## config.mk

```make
export PLATFORM = sky130hd
export DESIGN_NAME = rgb555_fire_pixel_classifier_top
export DESIGN_NICKNAME = d
export VERILOG_FILES = /design/src/sv/rgbfire_pkg.sv /design/src/sv/rgbfire_cfg.sv /design/src/sv/rgbfire_classify.sv /design/src/sv/rgbfire_stats.sv /design/src/sv/rgb555_fire_pixel_classifier_top.sv
export VERILOG_INCLUDE_DIRS = /design/src /design/src/sv
export SDC_FILE = /design/constraint.sdc
export NUM_CORES = 1
export LEC_CHECK = 0
export BUFFER_PORTS_ARGS = -buffer_cell sky130_fd_sc_hd__buf_2
export CAP_MARGIN = 30
export CELL_PAD_IN_SITES_DETAIL_PLACEMENT = 1
export CELL_PAD_IN_SITES_GLOBAL_PLACEMENT = 2
export CORE_MARGIN = 2
export CORE_UTILIZATION = 35
export DETAILED_ROUTE_END_ITERATION = 12
export PLACE_DENSITY = 0.84
export RECOVER_POWER = 25
export SLEW_MARGIN = 20
export SYNTH_ARGS = -nofsm -noshare
export SYNTH_HDL_FRONTEND = slang
export SYNTH_SLANG_ARGS = --single-unit
export TNS_END_PERCENT = 5
```

## constraint.sdc

```tcl
create_clock -name clk -period 9.8 [get_ports clk]
set_clock_uncertainty 0.05 [all_clocks]
set_input_delay 2.45 -clock clk [delete_from_list [all_inputs] [get_ports clk]]
set_output_delay 2.45 -clock clk [all_outputs]
set_load 0.01 [all_outputs]
```

## src/sv/rgb555_fire_pixel_classifier_top_defines.svh

```systemverilog
// Assertion macros for the fire pixel classifier.
// Depends on a clk and an arst_n signal in the scope of each use.
`ifndef RGB555_FIRE_PIXEL_CLASSIFIER_TOP_DEFINES_SVH
`define RGB555_FIRE_PIXEL_CLASSIFIER_TOP_DEFINES_SVH

// Checked on every rising edge outside reset.
`define RGBF_ASSERT(lbl, prop, msg) \
	lbl: assert property (@(posedge clk) disable iff (!arst_n) prop) else $error(msg);

// Checked on every rising edge, reset included.
`define RGBF_ASSERT_ALWAYS(lbl, prop, msg) \
	lbl: assert property (@(posedge clk) prop) else $error(msg);

`endif

```

## src/sv/rgbfire_pkg.sv

```systemverilog
// Shared widths, register indexes and types for the fire pixel classifier.
// No dependencies.
package rgbfire_pkg;

	localparam int CH_W       = 8;
	localparam int CNT_W      = 21;
	localparam int CFG_IDX_W  = 4;
	localparam int CFG_DATA_W = 21;

	localparam logic [CNT_W-1:0] COUNT_MAX = CNT_W'(1048576);
	localparam int FRAME_PIXELS_DEF = 307200;

	localparam logic [CFG_IDX_W-1:0] REG_DARK_THR  = CFG_IDX_W'(0);
	localparam logic [CFG_IDX_W-1:0] REG_RED_MIN   = CFG_IDX_W'(1);
	localparam logic [CFG_IDX_W-1:0] REG_GREEN_MIN = CFG_IDX_W'(2);
	localparam logic [CFG_IDX_W-1:0] REG_BLUE_MIN  = CFG_IDX_W'(3);
	localparam logic [CFG_IDX_W-1:0] REG_RED_MAX   = CFG_IDX_W'(4);
	localparam logic [CFG_IDX_W-1:0] REG_GREEN_MAX = CFG_IDX_W'(5);
	localparam logic [CFG_IDX_W-1:0] REG_BLUE_MAX  = CFG_IDX_W'(6);
	localparam logic [CFG_IDX_W-1:0] REG_DARK_LIM  = CFG_IDX_W'(7);

	typedef struct packed {
		logic [CH_W-1:0]  dark_threshold;
		logic [CH_W-1:0]  red_min;
		logic [CH_W-1:0]  green_min;
		logic [CH_W-1:0]  blue_min;
		logic [CH_W-1:0]  red_max;
		logic [CH_W-1:0]  green_max;
		logic [CH_W-1:0]  blue_max;
		logic [CNT_W-1:0] dark_limit;
	} cfg_t;

	typedef struct packed {
		logic [CH_W-1:0] red;
		logic [CH_W-1:0] green;
		logic [CH_W-1:0] blue;
		logic            fire;
		logic            dark;
	} cls_t;

	typedef struct packed {
		logic [CNT_W-1:0] dark_total;
		logic [CNT_W-1:0] fire_total;
		logic             unusable;
	} stats_t;

endpackage

```

## src/sv/rgbfire_cfg.sv

```systemverilog
// Configuration register file: thresholds, fire bounds and dark limit.
// Depends on rgbfire_pkg.
module rgbfire_cfg
	import rgbfire_pkg::*;
#(
	parameter int FRAME_PIXELS = FRAME_PIXELS_DEF
) (
	input  logic                  clk,
	input  logic                  arst_n,
	input  logic                  wr_en,
	input  logic [CFG_IDX_W-1:0]  wr_index,
	input  logic [CFG_DATA_W-1:0] wr_data,
	output cfg_t                  cfg
);

	localparam logic [CNT_W-1:0] DARK_LIMIT_RST = CNT_W'((FRAME_PIXELS * 2) / 5);

	cfg_t cfg_q;

	always_ff @(posedge clk or negedge arst_n) begin
		if (!arst_n) begin
			cfg_q.dark_threshold <= CH_W'(27);
			cfg_q.red_min        <= CH_W'(150);
			cfg_q.green_min      <= CH_W'(50);
			cfg_q.blue_min       <= CH_W'(0);
			cfg_q.red_max        <= CH_W'(255);
			cfg_q.green_max      <= CH_W'(233);
			cfg_q.blue_max       <= CH_W'(66);
			cfg_q.dark_limit     <= DARK_LIMIT_RST;
		end else if (wr_en) begin
			case (wr_index)
				REG_DARK_THR:  cfg_q.dark_threshold <= wr_data[CH_W-1:0];
				REG_RED_MIN:   cfg_q.red_min        <= wr_data[CH_W-1:0];
				REG_GREEN_MIN: cfg_q.green_min      <= wr_data[CH_W-1:0];
				REG_BLUE_MIN:  cfg_q.blue_min       <= wr_data[CH_W-1:0];
				REG_RED_MAX:   cfg_q.red_max        <= wr_data[CH_W-1:0];
				REG_GREEN_MAX: cfg_q.green_max      <= wr_data[CH_W-1:0];
				REG_BLUE_MAX:  cfg_q.blue_max       <= wr_data[CH_W-1:0];
				REG_DARK_LIM:  cfg_q.dark_limit     <= wr_data[CNT_W-1:0];
				default: ;
			endcase
		end
	end

	assign cfg = cfg_q;

endmodule

```

## src/sv/rgbfire_classify.sv

```systemverilog
// Pixel unpack (RGB555 to 8-bit channels) and dark / fire classification.
// Depends on rgbfire_pkg.
module rgbfire_classify
	import rgbfire_pkg::*;
(
	input  logic [CH_W-1:0] first_byte,
	input  logic [CH_W-1:0] second_byte,
	input  cfg_t            cfg,
	output cls_t            cls
);

	logic [CH_W-1:0] red, green, blue;
	logic            dark, fire;

	always_comb begin
		red   = {first_byte[6:2], 3'b000};
		green = {first_byte[1:0], second_byte[7:5], 3'b000};
		blue  = {second_byte[4:0], 3'b000};

		dark = (red < cfg.dark_threshold) && (green < cfg.dark_threshold) &&
		       (blue < cfg.dark_threshold);
		fire = (red > cfg.red_min) && (red < cfg.red_max) &&
		       (green > cfg.green_min) && (green < cfg.green_max) &&
		       (blue > cfg.blue_min) && (blue < cfg.blue_max);

		cls.red   = fire ? red : '1;
		cls.green = fire ? green : '1;
		cls.blue  = fire ? blue : '1;
		cls.fire  = fire;
		cls.dark  = dark;
	end

endmodule

```

## src/sv/rgbfire_stats.sv

```systemverilog
// Per-frame saturating dark and fire counters with the unusable-frame test.
// Depends on rgbfire_pkg.
module rgbfire_stats
	import rgbfire_pkg::*;
(
	input  logic             clk,
	input  logic             arst_n,
	input  logic             adv,
	input  logic             dark,
	input  logic             fire,
	input  logic             last,
	input  logic [CNT_W-1:0] dark_limit,
	output stats_t           stats
);

	logic [CNT_W-1:0] dark_count_q, fire_count_q;
	logic [CNT_W-1:0] dark_next, fire_next;

	function automatic logic [CNT_W-1:0] sat_inc(input logic [CNT_W-1:0] c);
		return (c >= COUNT_MAX) ? COUNT_MAX : c + CNT_W'(1);
	endfunction

	always_comb begin
		dark_next = dark ? sat_inc(dark_count_q) : dark_count_q;
		fire_next = fire ? sat_inc(fire_count_q) : fire_count_q;
		stats.dark_total = dark_next;
		stats.fire_total = fire_next;
		stats.unusable   = last && (dark_next > dark_limit);
	end

	always_ff @(posedge clk or negedge arst_n) begin
		if (!arst_n) begin
			dark_count_q <= '0;
			fire_count_q <= '0;
		end else if (adv) begin
			dark_count_q <= last ? '0 : dark_next;
			fire_count_q <= last ? '0 : fire_next;
		end
	end

endmodule

```

## src/sv/rgb555_fire_pixel_classifier_top.sv

```systemverilog
// Fire pixel classifier: input register, classify + counters, result register.
// Depends on rgbfire_pkg, rgbfire_cfg, rgbfire_classify, rgbfire_stats and the defines header.
// One pixel per clock while the result side does not stall: the input
// register feeds the unpack, compare and counter logic, which loads the result
// register. A stall on the result side backs up into in_stall only once both
// registers are full. Registers are written through the cfg port, always ready;
// write them only while no pixel is in flight. Per-frame counts advance as a
// pixel moves into the result register and clear after a pixel marked last.
`include "rgb555_fire_pixel_classifier_top_defines.svh"

module rgb555_fire_pixel_classifier_top
	import rgbfire_pkg::*;
#(
	parameter int FRAME_PIXELS = FRAME_PIXELS_DEF
) (
	input  logic                  clk,
	input  logic                  arst_n,
	input  logic                  in_valid,
	output logic                  in_stall,
	input  logic [CH_W-1:0]       first_byte,
	input  logic [CH_W-1:0]       second_byte,
	input  logic                  last_pixel,
	output logic                  out_valid,
	input  logic                  out_stall,
	output logic [CH_W-1:0]       red_out,
	output logic [CH_W-1:0]       green_out,
	output logic [CH_W-1:0]       blue_out,
	output logic                  is_fire,
	output logic                  is_dark,
	output logic                  frame_done,
	output logic [CNT_W-1:0]      dark_total,
	output logic [CNT_W-1:0]      fire_total,
	output logic                  frame_unusable,
	input  logic                  cfg_valid,
	output logic                  cfg_ready,
	input  logic [CFG_IDX_W-1:0]  cfg_index,
	input  logic [CFG_DATA_W-1:0] cfg_data
);

	cfg_t   cfg;
	cls_t   cls;
	stats_t stats;

	logic            valid_s1;
	logic [CH_W-1:0] first_s1, second_s1;
	logic            last_s1;

	logic             valid_s2;
	cls_t             cls_s2;
	logic             last_s2;
	stats_t           stats_s2;

	logic adv;

	assign cfg_ready = 1'b1;

	rgbfire_cfg #(
		.FRAME_PIXELS(FRAME_PIXELS)
	) u_cfg (
		.clk     (clk),
		.arst_n  (arst_n),
		.wr_en   (cfg_valid && cfg_ready),
		.wr_index(cfg_index),
		.wr_data (cfg_data),
		.cfg     (cfg)
	);

	assign adv      = valid_s1 && !(valid_s2 && out_stall);
	assign in_stall = valid_s1 && valid_s2 && out_stall;

	// input register
	always_ff @(posedge clk or negedge arst_n) begin
		if (!arst_n) begin
			valid_s1 <= 1'b0;
		end else if (!in_stall) begin
			valid_s1 <= in_valid;
		end
	end

	always_ff @(posedge clk) begin
		if (in_valid && !in_stall) begin
			first_s1  <= first_byte;
			second_s1 <= second_byte;
			last_s1   <= last_pixel;
		end
	end

	rgbfire_classify u_classify (
		.first_byte (first_s1),
		.second_byte(second_s1),
		.cfg        (cfg),
		.cls        (cls)
	);

	rgbfire_stats u_stats (
		.clk       (clk),
		.arst_n    (arst_n),
		.adv       (adv),
		.dark      (cls.dark),
		.fire      (cls.fire),
		.last      (last_s1),
		.dark_limit(cfg.dark_limit),
		.stats     (stats)
	);

	// result register
	always_ff @(posedge clk or negedge arst_n) begin
		if (!arst_n) begin
			valid_s2 <= 1'b0;
		end else if (adv) begin
			valid_s2 <= 1'b1;
		end else if (!out_stall) begin
			valid_s2 <= 1'b0;
		end
	end

	always_ff @(posedge clk) begin
		if (adv) begin
			cls_s2   <= cls;
			last_s2  <= last_s1;
			stats_s2 <= stats;
		end
	end

	assign out_valid      = valid_s2;
	assign red_out        = cls_s2.red;
	assign green_out      = cls_s2.green;
	assign blue_out       = cls_s2.blue;
	assign is_fire        = cls_s2.fire;
	assign is_dark        = cls_s2.dark;
	assign frame_done     = last_s2;
	assign dark_total     = stats_s2.dark_total;
	assign fire_total     = stats_s2.fire_total;
	assign frame_unusable = stats_s2.unusable;

	`RGBF_ASSERT(a_full_stalls, valid_s1 && valid_s2 && out_stall |-> in_stall, "full pipe not stalled")
	`RGBF_ASSERT(a_unusable_at_end, out_valid && frame_unusable |-> frame_done, "unusable off frame end")
	`RGBF_ASSERT(a_dark_counted, out_valid && is_dark |-> dark_total != '0, "dark pixel not counted")
	`RGBF_ASSERT(a_count_sat, out_valid |-> dark_total <= COUNT_MAX && fire_total <= COUNT_MAX, "count past saturation")

endmodule

```

### Word level (Yosys, flattened, before mapping)

Index checks and enable logic that the tools add are counted.

| storage, ports and cells | value |
|---|---|
| bits in registers | 207 |

| operators by class | value |
|---|---|
| reductions and logical operators | 24 |
| mux-type cells | 11 |
| add/sub/neg operators | 2 |
| $lt $le $gt $ge | 12 |
| equality and inequality tests | 8 |

Operators by type and width:

| cell | count |
|---|---|
| $mux 21 | 6 |
| $lt 8x8->1 | 6 |
| $add 21x1->21 const B | 2 |
| $ge 21x21->1 const B | 2 |
| $gt 8x8->1 | 3 |
| $gt 21x21->1 | 1 |
| $eq 4x3->1 const B | 4 |
| $reduce_and 2->1 | 8 |
| $logic_and 1x1->1 | 13 |
| $mux 3 | 3 |
| $eq 4x2->1 const B | 2 |
| $eq 4x1->1 const B | 1 |
| $logic_not 4->1 | 1 |
| $logic_not 1->1 | 2 |
| $mux 1 | 2 |
| $ne 2x1->1 const B | 1 |

### Depth between registers and ports, before layout

Gate-level depths: netlist of run 1.

| depth | value |
|---|---|
| word-level depth | 8 |
| gate-level depth with buffers | 18 |
| depth with buffers taken out | 16 |

### Hierarchy

A second synthesis of run 1 with hierarchy kept.

| second synthesis, totals | value |
|---|---|
| cell total of the unflattened synthesis | 869 |
| area, all modules | 10,480.1 µm² |

By module, submodules not included:

| module | times used | sequential area each (µm²) | cells each | area an instance (µm²) |
|---|---|---|---|---|
| rgbfire_stats | 1 | 1,051.0 | 432 | 3,438.3 |
| rgbfire_cfg | 1 | 1,964.4 | 172 | 3,011.6 |
| rgb555_fire_pixel_classifier_top | 1 | 2,662.6 | 97 | 2,716.4 |
| rgbfire_classify | 1 | 0.0 | 168 | 1,313.8 |

### Worst setup path after synthesis of run 1

OpenSTA, ideal clock, no wires.

| timing path | value |
|---|---|
| kind | input to register |
| start point | input out_stall |
| end point | register cls_s2, in the netlist blue_out[3], enable pin |
| arrival time | 4,949 ps |
| setup time | 451 ps |
| stages | 5 |
| path slack | 4,350 ps |
| cell sequence | nand2_1 -> nand2_1 -> inv_1 -> clkbuf_1 -> clkbuf_1 |

| on the way | value |
|---|---|
| longest elaborated chain between the ends | 3 |

Ends and longest elaborated chain:

| element | RTL line | text |
|---|---|---|
| from (decl) | rgb555_fire_pixel_classifier_top.sv:24 | `input logic out_stall,` |
| $logic_and 1x1->1 | rgb555_fire_pixel_classifier_top.sv:68 | `assign adv = valid_s1 && !(valid_s2 && out_stall);` |
| $logic_not 1->1 | rgb555_fire_pixel_classifier_top.sv:68 |  |
| $logic_and 1x1->1 | rgb555_fire_pixel_classifier_top.sv:68 |  |
| via adv | rgb555_fire_pixel_classifier_top.sv:53 | `logic adv;` |
| to (signal assigned) | rgb555_fire_pixel_classifier_top.sv:119 | `cls_s2 <= cls;` |
| to (decl) | rgb555_fire_pixel_classifier_top.sv:49 | `cls_t cls_s2;` |

The timed path passes the listed nets, and every way through them passes these cells.
A chain may end at the register's enable or synchronous reset.

==> results of run 1 <==
==> power breakdown <==
group	internal (mW)	total (mW)	switching, mW
clock	0.376	0.718	0.341
sequential	1.04	1.14	0.101
combinational	0.208	0.517	0.309
total	1.62	2.37	0.751
==> logic make-up (layout without fill, tap and decap cells) <==
| family | Yosys count | after routing | synth area share |
|---|---|---|---|
| buf+inv | 140 | 238 | 0.0579 |
| compound gates | 234 | 234 | 0.149 |
| mux | 43 | 43 | 0.0457 |
| xor+xnor | 10 | 10 | 0.00829 |
| other cells | 1 | 1 | 0.000355 |
| fa+ha+maj | 70 | 70 | 0.0829 |
| simple gates | 286 | 286 | 0.144 |
| flops | 199 | 199 | 0.512 |
==> through the flow <==
stage          worst slack, ns  power, mW  std cells  area (sq um)  hold WS (ns)
2_1_floorplan             4.35       1.49        983         10600         0.406
4_1_cts                   4.46       2.39       1471         12000         0.463
3_5_place_dp              4.46       1.67       1439         11400         0.444
5_1_grt                   2.85       2.51       1471         12000         0.477
3_3_place_gp              4.46       1.63       1437         11400         0.431
6_report                  3.67       2.37       1471         12000         0.459
==> path summary, 6_finish.rpt <==
| check | to | slack (ns) | depth (start not counted) |
|---|---|---|---|
| max in group clk | frame_unusable | 3.79 | 16 |
| max | u_cfg.cfg[33] | 3.67 | 2 |
| min in group asynchronous | u_cfg.cfg[51] | 2.87 | 1 |
| min | u_cfg.cfg[66] | 0.46 | 1 |
| min reg2reg | u_cfg.cfg[66] | 0.46 | 1 |
| max reg2reg | frame_unusable | 3.79 | 16 |
==> area by class of cell <==
cell class / instances / area [sq um]
Multi-Input combinational cell: 644 / 4540
Fill cell: 3313 / 17700
Timing Repair Buffer: 129 / 683
Tap cell: 390 / 488
Sequential cell: 199 / 5410
Clock buffer: 20 / 458
Inverter: 77 / 290
Clock inverter: 12 / 130
==> Yosys cell counts, types with 4 or more instances <==
cell type,count,area (sq um)
dfrtp_1,91,2280
nand2_1,85,319
edfxtp_1,78,2340
inv_1,74,278
ha_1,70,876
o21ai_0,55,275
nor2_1,43,161
mux2_2,42,473
clkbuf_1,32,120
dfstp_2,30,788
nand3_1,26,130
a21oi_1,24,120
nand4_1,23,144
a21o_1,21,158
a41oi_1,21,184
nand2b_1,20,125
a31oi_1,19,119
o21ai_1,18,90.1
o211ai_1,17,128
and3_1,15,93.8
and4_1,13,114
buf_4,12,90.1
and2_1,10,62.6
o22ai_1,10,62.6
xor2_1,10,87.6
nor3_1,9,45.0
a2bb2oi_1,8,70.1
buf_2,8,40.0
or3_1,8,50.1
buf_1,6,22.5
nand3b_1,6,45.0
nor4_1,6,37.5
nor4b_1,6,52.6
o31ai_1,6,45.0
a22o_1,5,43.8
o21a_1,5,37.5
or4_1,4,30.0
==> state kept, by name, indices dropped and copies added (netlist names), 5 cells and up <==
signal                flops
u_cfg.cfg                77
dark_total               21
fire_total               21
u_stats.dark_count_q     21
u_stats.fire_count_q     21
second_s1                 8
first_s1                  7
red_out                   6
blue_out                  5
green_out                 5
==> layer usage <==
layer | routed length, microns | vias up
li1 | - | 3782
met5 | 13 | -
met2 | 13700 | 168
met3 | 1070 | 22
met4 | 291 | 2
met1 | 13500 | 3997
==> impl_metrics.yaml, run 1 <==
run_status:
  status: "complete, but fails checks"
  violations: "capacitance limit, slew limit"
yosys:
  main_flop_type_after_synthesis: "dfrtp_1"
  postSynthRegisterBits: 199
  synth_seq_area_share: 0.512
  yosys_warnings: 0
  yosysUniqueCellTypes: 71
  mappedNetlistNets: 1100
  synth_enable_flop_cells: 78
  synth_cells: 983
  postSynth.asyncResetShare: 0.608
  synthesized_area_per_cell_sq_um: 10.7
  synth_area_sq_um: 10600
worst_setup_path:
  r2r-start: "first_s1[6]"
  setup.worst_path.start_class: "input port"
  critPathMaxStageDelay_ns: 1.95
  critPathSlowestCell: "clkbuf_1"
  criticalPathCategory: "in -> async"
  critical_path_peak_fanout: 51
  critPathBufInv: 2
  worst_ep_required_time_ns: 9.84
  critical-path-top-cell-by-count: "clkbuf_1"
  cp_top_family: "buffers and inverters"
  critical_path.endpoint_type: "asynchronous set/reset pin"
  critical_path.cell_chain: "clkbuf_1 > clkbuf_1"
  timing.critical_path.from: "arst_n"
  arrival_ns: 6.17
global_routing:
  gr-usage-met2: 0.312
  grt_pass1_wl_mm: 45.9
  vias_in_the_first_global_route: 8324
  antenna_found_initial: 1
  global_route.usage.total: 0.187
  grt_most_used_layer: "met2"
  grt_start_max_net_pins: 52
  met1_usage: 0.255
  globalRouteOverflowTotal: 0
  groute.layer.met3.usage: 0.0311
hold_path:
  hold_class: "reg -> reg"
  worstHoldStart: "u_cfg.cfg[66]"
detailed_routing:
  route.vias.total: 7971
  remaining_drc_errors: 0
  drt-total-wl_mm: 28.6
  via_per_inst: 5.42
  drt_first_iter_violations: 409
  wl_per_cell_microns: 19.4
  route.antenna.remaining_nets: 0
  drtPass1Iterations: 7
clock_network:
  cts.sinks: 199
  clock_tree_from_tritoncts: "yes"
  clk_latency_ns: 0.44
  clock_tree.root_cell: "clkbuf_16"
  ctsLongestPathBuffers: 2
  cts_hold_buffers: 0
  worst_setup_hold_path_clk_slew_ns: 0.07
  total_cts_buffers: 17
  h_tree_lvl_count: 4
  post_cts.repair.setup_buffers: 0
  cts_resized: 0
power:
  vdd_drop_max_mv: 0.116
  p_per_area_nw_per_um2: 198
  static_power_due_to_leakage_nw: 5.04
layout:
  layout.cells.most_common: "buf_2"
  final_cell_mix: "115 x buf_2, 91 x dfrtp_1, 85 x nand2_1, 78 x edfxtp_1, 73 x inv_1"
  antenna_cells: 0
  final_nets: 1185
  share_of_layout_cells_above_drive_strength_1: 0.215
  area_growth_pct: 13.5
  layout.core_utilization: 0.404
sta:
  timing.final.crit_share: 0.626
  worstMarginPinSlew_ns: 2.81
  drv_slew: 122
  slew-limit-headroom: -0.875
  grt_setup_unrepaired: "no"
  setup_viol: 0
  period_minus_slack_ns: 6.13
  setup-tns-final_ns: 0
  timing.final.hold_violations: 0
  fmax_achieved_mhz: 163
placed_design:
  detailedPlacementHpwl_mm: 19.5
  weighted_congestion_reported_at_the_end_of_routability_driven_placement: 0.809
  portBuffers: 117
floorplan:
  die-area_sq_um: 31600
  dieWidth_microns: 178
  fp-row-count: 63
  initial_core_util: 0.356
  design.core.area_sq_um: 29700
  io_pins: 120
  die_h_microns: 178
run:
  maxCapViolations: 3
Power figures use the tool's default switching activity.
==> run 2: changes to the inputs <==
--- a/config.mk
+++ b/config.mk
@@ -13,7 +13,7 @@
 export CORE_MARGIN = 2
 export CORE_UTILIZATION = 35
 export DETAILED_ROUTE_END_ITERATION = 12
-export PLACE_DENSITY = 0.84
+export PLACE_DENSITY = 0.87
 export RECOVER_POWER = 25
 export SLEW_MARGIN = 20
 export SYNTH_ARGS = -nofsm -noshare
==> constraint.sdc (replaced) <==
create_clock -name clk -period 5.4 [get_ports clk]
set_clock_uncertainty 0.05 [all_clocks]
set_input_delay 1.35 -clock clk [delete_from_list [all_inputs] [get_ports clk]]
set_output_delay 1.35 -clock clk [all_outputs]
set_load 0.01 [all_outputs]
==> run 2 against run 1 <==
Effect of this change: the flow still finishes with violations (capacitance limit, slew limit); core utilization is essentially flat; final cell count grew 0.48%; wire length shrank 0.58%; worst hold slack lost 0.0062 ns; die area is the same; critical path depth grew 14; largest cell class unchanged.
==> impl_metrics.yaml, run 2 (synthesized netlist as in run 1, its figures left out) <==
run_status:
  status: "complete, but fails checks"
  violations: "capacitance limit, slew limit"
worst_setup_path:
  critical_path_peak_fanout: 16
  ff_to_ff_end: "frame_unusable"
  worstRegToRegCells: 16
  criticalPathCategory: "reg -> reg"
  critical_path.endpoint_type: "register"
  regToRegSetupSlack_ns: 0.82
  r2r-start: "first_s1[6]"
  timing.critical_path.from: "first_s1[6]"
  worst_ep_required_time_ns: 5.53
  arrival_ns: 4.71
  setup.worst_path.start_class: "register"
  endpoint_of_the_worst_setup_timing_path: "frame_unusable"
sta:
  worstMarginPinSlew_ns: 2.67
  timing.final.crit_share: 0.848
  fmax_achieved_mhz: 218
  drv_slew: 77
  setup-tns-final_ns: 0
  slew-limit-headroom: -0.782
  period_minus_slack_ns: 4.58
  timing.final.hold_violations: 0
  grt_setup_unrepaired: "no"
  setup_viol: 0
global_routing:
  globalRouteOverflowTotal: 0
  grt_start_max_net_pins: 70
  vias_in_the_first_global_route: 8312
  grt_pass1_wl_mm: 45.7
  global_route.usage.total: 0.187
  antenna_found_initial: 2
detailed_routing:
  drtPass1Iterations: 4
  route.antenna.remaining_nets: 0
  via_per_inst: 5.42
  drt_first_iter_violations: 455
  wl_per_cell_microns: 19.2
  route.vias.total: 8006
  drt-total-wl_mm: 28.4
  remaining_drc_errors: 0
floorplan:
  die_h_microns: 178
  dieWidth_microns: 178
  initial_core_util: 0.356
  io_pins: 120
  fp-row-count: 63
  design.core.area_sq_um: 29700
  die-area_sq_um: 31600
clock_network:
  h_tree_lvl_count: 4
  cts.sinks: 199
  clock_tree_from_tritoncts: "yes"
  worst_setup_hold_path_clk_slew_ns: 0.08
  ctsLongestPathBuffers: 2
  total_cts_buffers: 17
  cts_resized: 0
  cts_hold_buffers: 0
  clk_latency_ns: 0.45
  post_cts.repair.setup_buffers: 0
  clock_tree.root_cell: "clkbuf_16"
placed_design:
  placedCellCount: 1445
  portBuffers: 117
  detailedPlacementHpwl_mm: 20.1
  weighted_congestion_reported_at_the_end_of_routability_driven_placement: 0.812
run:
  maxCapViolations: 2
layout:
  layout.cells.most_common: "buf_2"
  finalNonFillerCells: 1478
  max_ffs_per_register: 77
  area_growth_pct: 13.6
  share_of_layout_cells_above_drive_strength_1: 0.223
  final_nets: 1191
  final_cell_mix: "112 x buf_2, 91 x dfrtp_1, 85 x nand2_1, 78 x edfxtp_1, 73 x inv_1"
power:
  vdd_drop_max_mv: 0.228
  static_power_due_to_leakage_nw: 5.05
  totalPowerFinal_mw: 4.26
  p_per_area_nw_per_um2: 355
hold_path:
  hold_class: "reg -> reg"
  holdPathStages: 2
==> run 2: cell type report <==
type | count | area, sq um
Inverter | 77 | 290
Multi-Input combinational cell | 644 | 4550
Timing Repair Buffer | 135 | 702
Fill cell | 3314 | 17700
Antenna cell | 1 | 2.50
Clock inverter | 15 | 139
Sequential cell | 199 | 5410
Clock buffer | 17 | 425
Tap cell | 390 | 488
==> run 2: critical path, cell delays in order, from the launching register on <==
cell	delay (ns)
edfxtp_1	0.50
ha_1	0.35
a22o_1	0.24
nor4_1	0.26
o311a_1	0.41
buf_4	0.29
nand2_1	0.11
inv_2	0.22
a21oi_1	0.09
o21ai_0	0.37
ha_1	0.33
a21o_1	0.18
a21o_1	0.17
a21oi_1	0.22
nor2_1	0.06
a2111oi_0	0.33
a21oi_1	0.12
==> run 2: worst min path at each step <==
stage | start | endpoint | slack, ns
after floorplan | valid_s1 | out_valid | 0.41
after global placement | valid_s1 | out_valid | 0.43
after detailed placement | valid_s1 | out_valid | 0.44
after CTS | u_cfg.cfg[32] | u_cfg.cfg[32] | 0.46
after global routing | u_cfg.cfg[46] | u_cfg.cfg[46] | 0.48
final | u_cfg.cfg[32] | u_cfg.cfg[32] | 0.45
==> run 2: where the power goes <==
part / leakage, nW / total (mW) / internal (mW) / switching (mW)
Combinational: 2.60 / 0.955 / 0.383 / 0.572
Sequential: 2.16 / 2.06 / 1.88 / 0.181
Clock: 0.280 / 1.24 / 0.611 / 0.632
Total: 5.05 / 4.26 / 2.87 / 1.38
==> run 2: metrics by stage <==
step / hold WS [ns] / area (sq um) / utilization / setup WS (ns)
2_1_floorplan: 0.406 / 10600 / - / 1.05
5_1_grt: 0.478 / 12000 / 0.404 / 0.448
4_1_cts: 0.460 / 12000 / 0.405 / 0.835
3_3_place_gp: 0.429 / 11500 / 0.386 / 1.01
6_report: 0.453 / 12000 / 0.404 / 0.822
3_5_place_dp: 0.440 / 11500 / 0.386 / 0.884
==> run 2: per-layer routing <==
metal,global-route usage,wire (microns),share of wire
met5,0,13,0.00046
met4,0.0557,476,0.017
met3,0.0334,1100,0.039
met2,0.306,13500,0.48
met1,0.253,13300,0.47
==> run 3: changes to the inputs <==
--- a/config.mk
+++ b/config.mk
@@ -13,7 +13,7 @@
 export CORE_MARGIN = 2
 export CORE_UTILIZATION = 35
 export DETAILED_ROUTE_END_ITERATION = 12
-export PLACE_DENSITY = 0.87
+export PLACE_DENSITY = 0.84
 export RECOVER_POWER = 25
 export SLEW_MARGIN = 20
 export SYNTH_ARGS = -nofsm -noshare
==> constraint.sdc (replaced) <==
create_clock -name clk -period 4.4 [get_ports clk]
set_clock_uncertainty 0.05 [all_clocks]
set_input_delay 1.1 -clock clk [delete_from_list [all_inputs] [get_ports clk]]
set_output_delay 1.1 -clock clk [all_outputs]
set_load 0.01 [all_outputs]
==> run 3 against run 2 <==
Effect of this change: the flow still finishes with violations (capacitance limit, slew limit); critical path depth decreased by 2; sequential share of layout area is 0.70 points lower; core utilization grew 0.64 points; non-clock buffer count rose by 18; register-to-register slack got worse by 0.53 ns; combinational power rose by 27%; clock-buffer cell count up 1; via count is 0.44% higher; fmax up 12%; power increased by 25%; critical path type unchanged; largest cell class unchanged.
==> impl_metrics.yaml, run 3 (synthesized netlist as in run 1, its figures left out) <==
run_status:
  status: "complete, but fails checks"
  violations: "capacitance limit, slew limit"
worst_setup_path:
  critical_path_peak_fanout: 3
  cp_top_family: "compound AO/OA/AOI/OAI gates"
  setup.worst_path.start_class: "register"
  criticalPathCategory: "reg -> reg"
  worst_ep_required_time_ns: 4.53
  critical_path.endpoint_type: "register"
  critPathMaxStageDelay_ns: 0.54
  critPathBufInv: 1
  critical-path-top-cell-by-count: "a21oi_1"
  critPathSlowestCell: "dfstp_2"
  critical_path.cell_chain: "inv_1 > ha_1 > a2111oi_0 > o22a_2 > nand4_1 > or3_1 > a21oi_1 > ha_1 > a21o_1 > a21o_1 > a21oi_1 > o21ai_1 > a2111oi_2 > a21oi_1"
  arrival_ns: 4.24
floorplan:
  fp-row-count: 63
  die-area_sq_um: 31600
  io_pins: 120
  initial_core_util: 0.356
  design.core.area_sq_um: 29700
  die_h_microns: 178
  dieWidth_microns: 178
layout:
  layout.cells.most_common: "buf_2"
  antenna_cells: 0
  final_nets: 1209
  area_growth_pct: 15.4
  finalNonFillerCells: 1495
  max_ffs_per_register: 77
  share_of_layout_cells_above_drive_strength_1: 0.236
  final_cell_mix: "112 x buf_2, 91 x dfrtp_1, 85 x nand2_1, 78 x edfxtp_1, 73 x inv_1"
placed_design:
  detailedPlacementHpwl_mm: 20.0
  placedCellCount: 1462
  weighted_congestion_reported_at_the_end_of_routability_driven_placement: 0.803
  portBuffers: 117
  dp_slack_ns: 0.0432
global_routing:
  grt_pass1_wl_mm: 46.3
  antenna_found_initial: 0
  global_route.usage.total: 0.189
  globalRouteOverflowTotal: 0
  grt_start_max_net_pins: 90
  vias_in_the_first_global_route: 8410
sta:
  fmax_achieved_mhz: 244
  period_minus_slack_ns: 4.10
  drv_slew: 148
  setup-tns-final_ns: 0
  timing.final.hold_violations: 0
  slew-limit-headroom: -0.0800
  setup_viol: 0
  worstMarginPinSlew_ns: 1.62
  finalWorstSetupSlack_ns: 0.297
  grt_setup_unrepaired: "no"
  timing.final.crit_share: 0.933
power:
  power.share.switching: 0.320
  internal-power_mw: 3.62
  power.clock.fraction: 0.300
  static_power_due_to_leakage_nw: 5.15
  sequentialPowerShare: 0.473
  totalPowerFinal_mw: 5.32
  p_per_area_nw_per_um2: 436
  switchingPower_mw: 1.70
  power_frac_comb: 0.227
  vdd_drop_max_mv: 0.261
detailed_routing:
  wl_per_cell_microns: 19.0
  via_per_inst: 5.38
  route.antenna.remaining_nets: 0
  route.vias.total: 8041
  drtPass1Iterations: 5
  remaining_drc_errors: 0
  drt-total-wl_mm: 28.4
  drt_first_iter_violations: 464
clock_network:
  h_tree_lvl_count: 4
  total_cts_buffers: 17
  clock_tree_from_tritoncts: "yes"
  worst_setup_hold_path_clk_slew_ns: 0.09
  cts_hold_buffers: 0
  cts.sinks: 199
  clock_tree.root_cell: "clkbuf_16"
  clk_latency_ns: 0.45
  ctsLongestPathBuffers: 2
hold_path:
  hold_class: "reg -> reg"
run:
  maxCapViolations: 4
## run 3: power by group through the flow
stage                     logic (mW)  registers [mW]  clock network, mW
after floorplan                0.818            2.49                  0
after global placement          1.15            2.53                  0
after detailed placement        1.20            2.55                  0
after CTS                       1.21            2.51               1.64
after global routing            1.37            2.56               1.71
final                           1.21            2.52               1.60
## run 3: area by class of cell
cell class | count | area [sq um]
Fill cell | 3308 | 17500
Multi-Input combinational cell | 644 | 4560
Timing Repair Buffer | 153 | 861
Clock buffer | 18 | 429
Inverter | 77 | 290
Clock inverter | 14 | 155
Sequential cell | 199 | 5410
Tap cell | 390 | 488
## run 3: per-layer routing
metal / routed length, microns / vias to the layer above / global-route usage
li1: - / 3828 / -
met1: 13600 / 4003 / 0.259
met2: 13200 / 182 / 0.304
met3: 1130 / 28 / 0.0360
met4: 511 / 0 / 0.0543
met5: 0 / - / 0
## run 3: path summary, 6_finish.rpt
kind,from,endpoint,slack (ns),depth (start not counted)
max reg2reg,u_cfg.cfg[72],frame_unusable,0.30,14
min,valid_s1,out_valid,0.45,1
min in group asynchronous,arst_n,u_cfg.cfg[51],1.02,1
min reg2reg,valid_s1,out_valid,0.45,1
max,u_cfg.cfg[72],frame_unusable,0.30,14
max in group asynchronous,arst_n,u_stats.dark_count_q[0],1.08,2
## run 3: metrics by stage
step	utilization	hold slack, ns	cell area [sq um]
2_1_floorplan	-	0.406	10600
3_3_place_gp	0.391	0.431	11600
3_5_place_dp	0.391	0.442	11600
4_1_cts	0.410	0.460	12200
5_1_grt	0.410	0.477	12200
6_report	0.410	0.454	12200
## run 3: what timing repair did
item / in CTS / in global routing
gates cloned: 0 / 0
resized for setup: 0 / 7
pin swaps: 1 / 1
setup endpoints to repair: 1 / 1
buffers inserted: 0 / 1
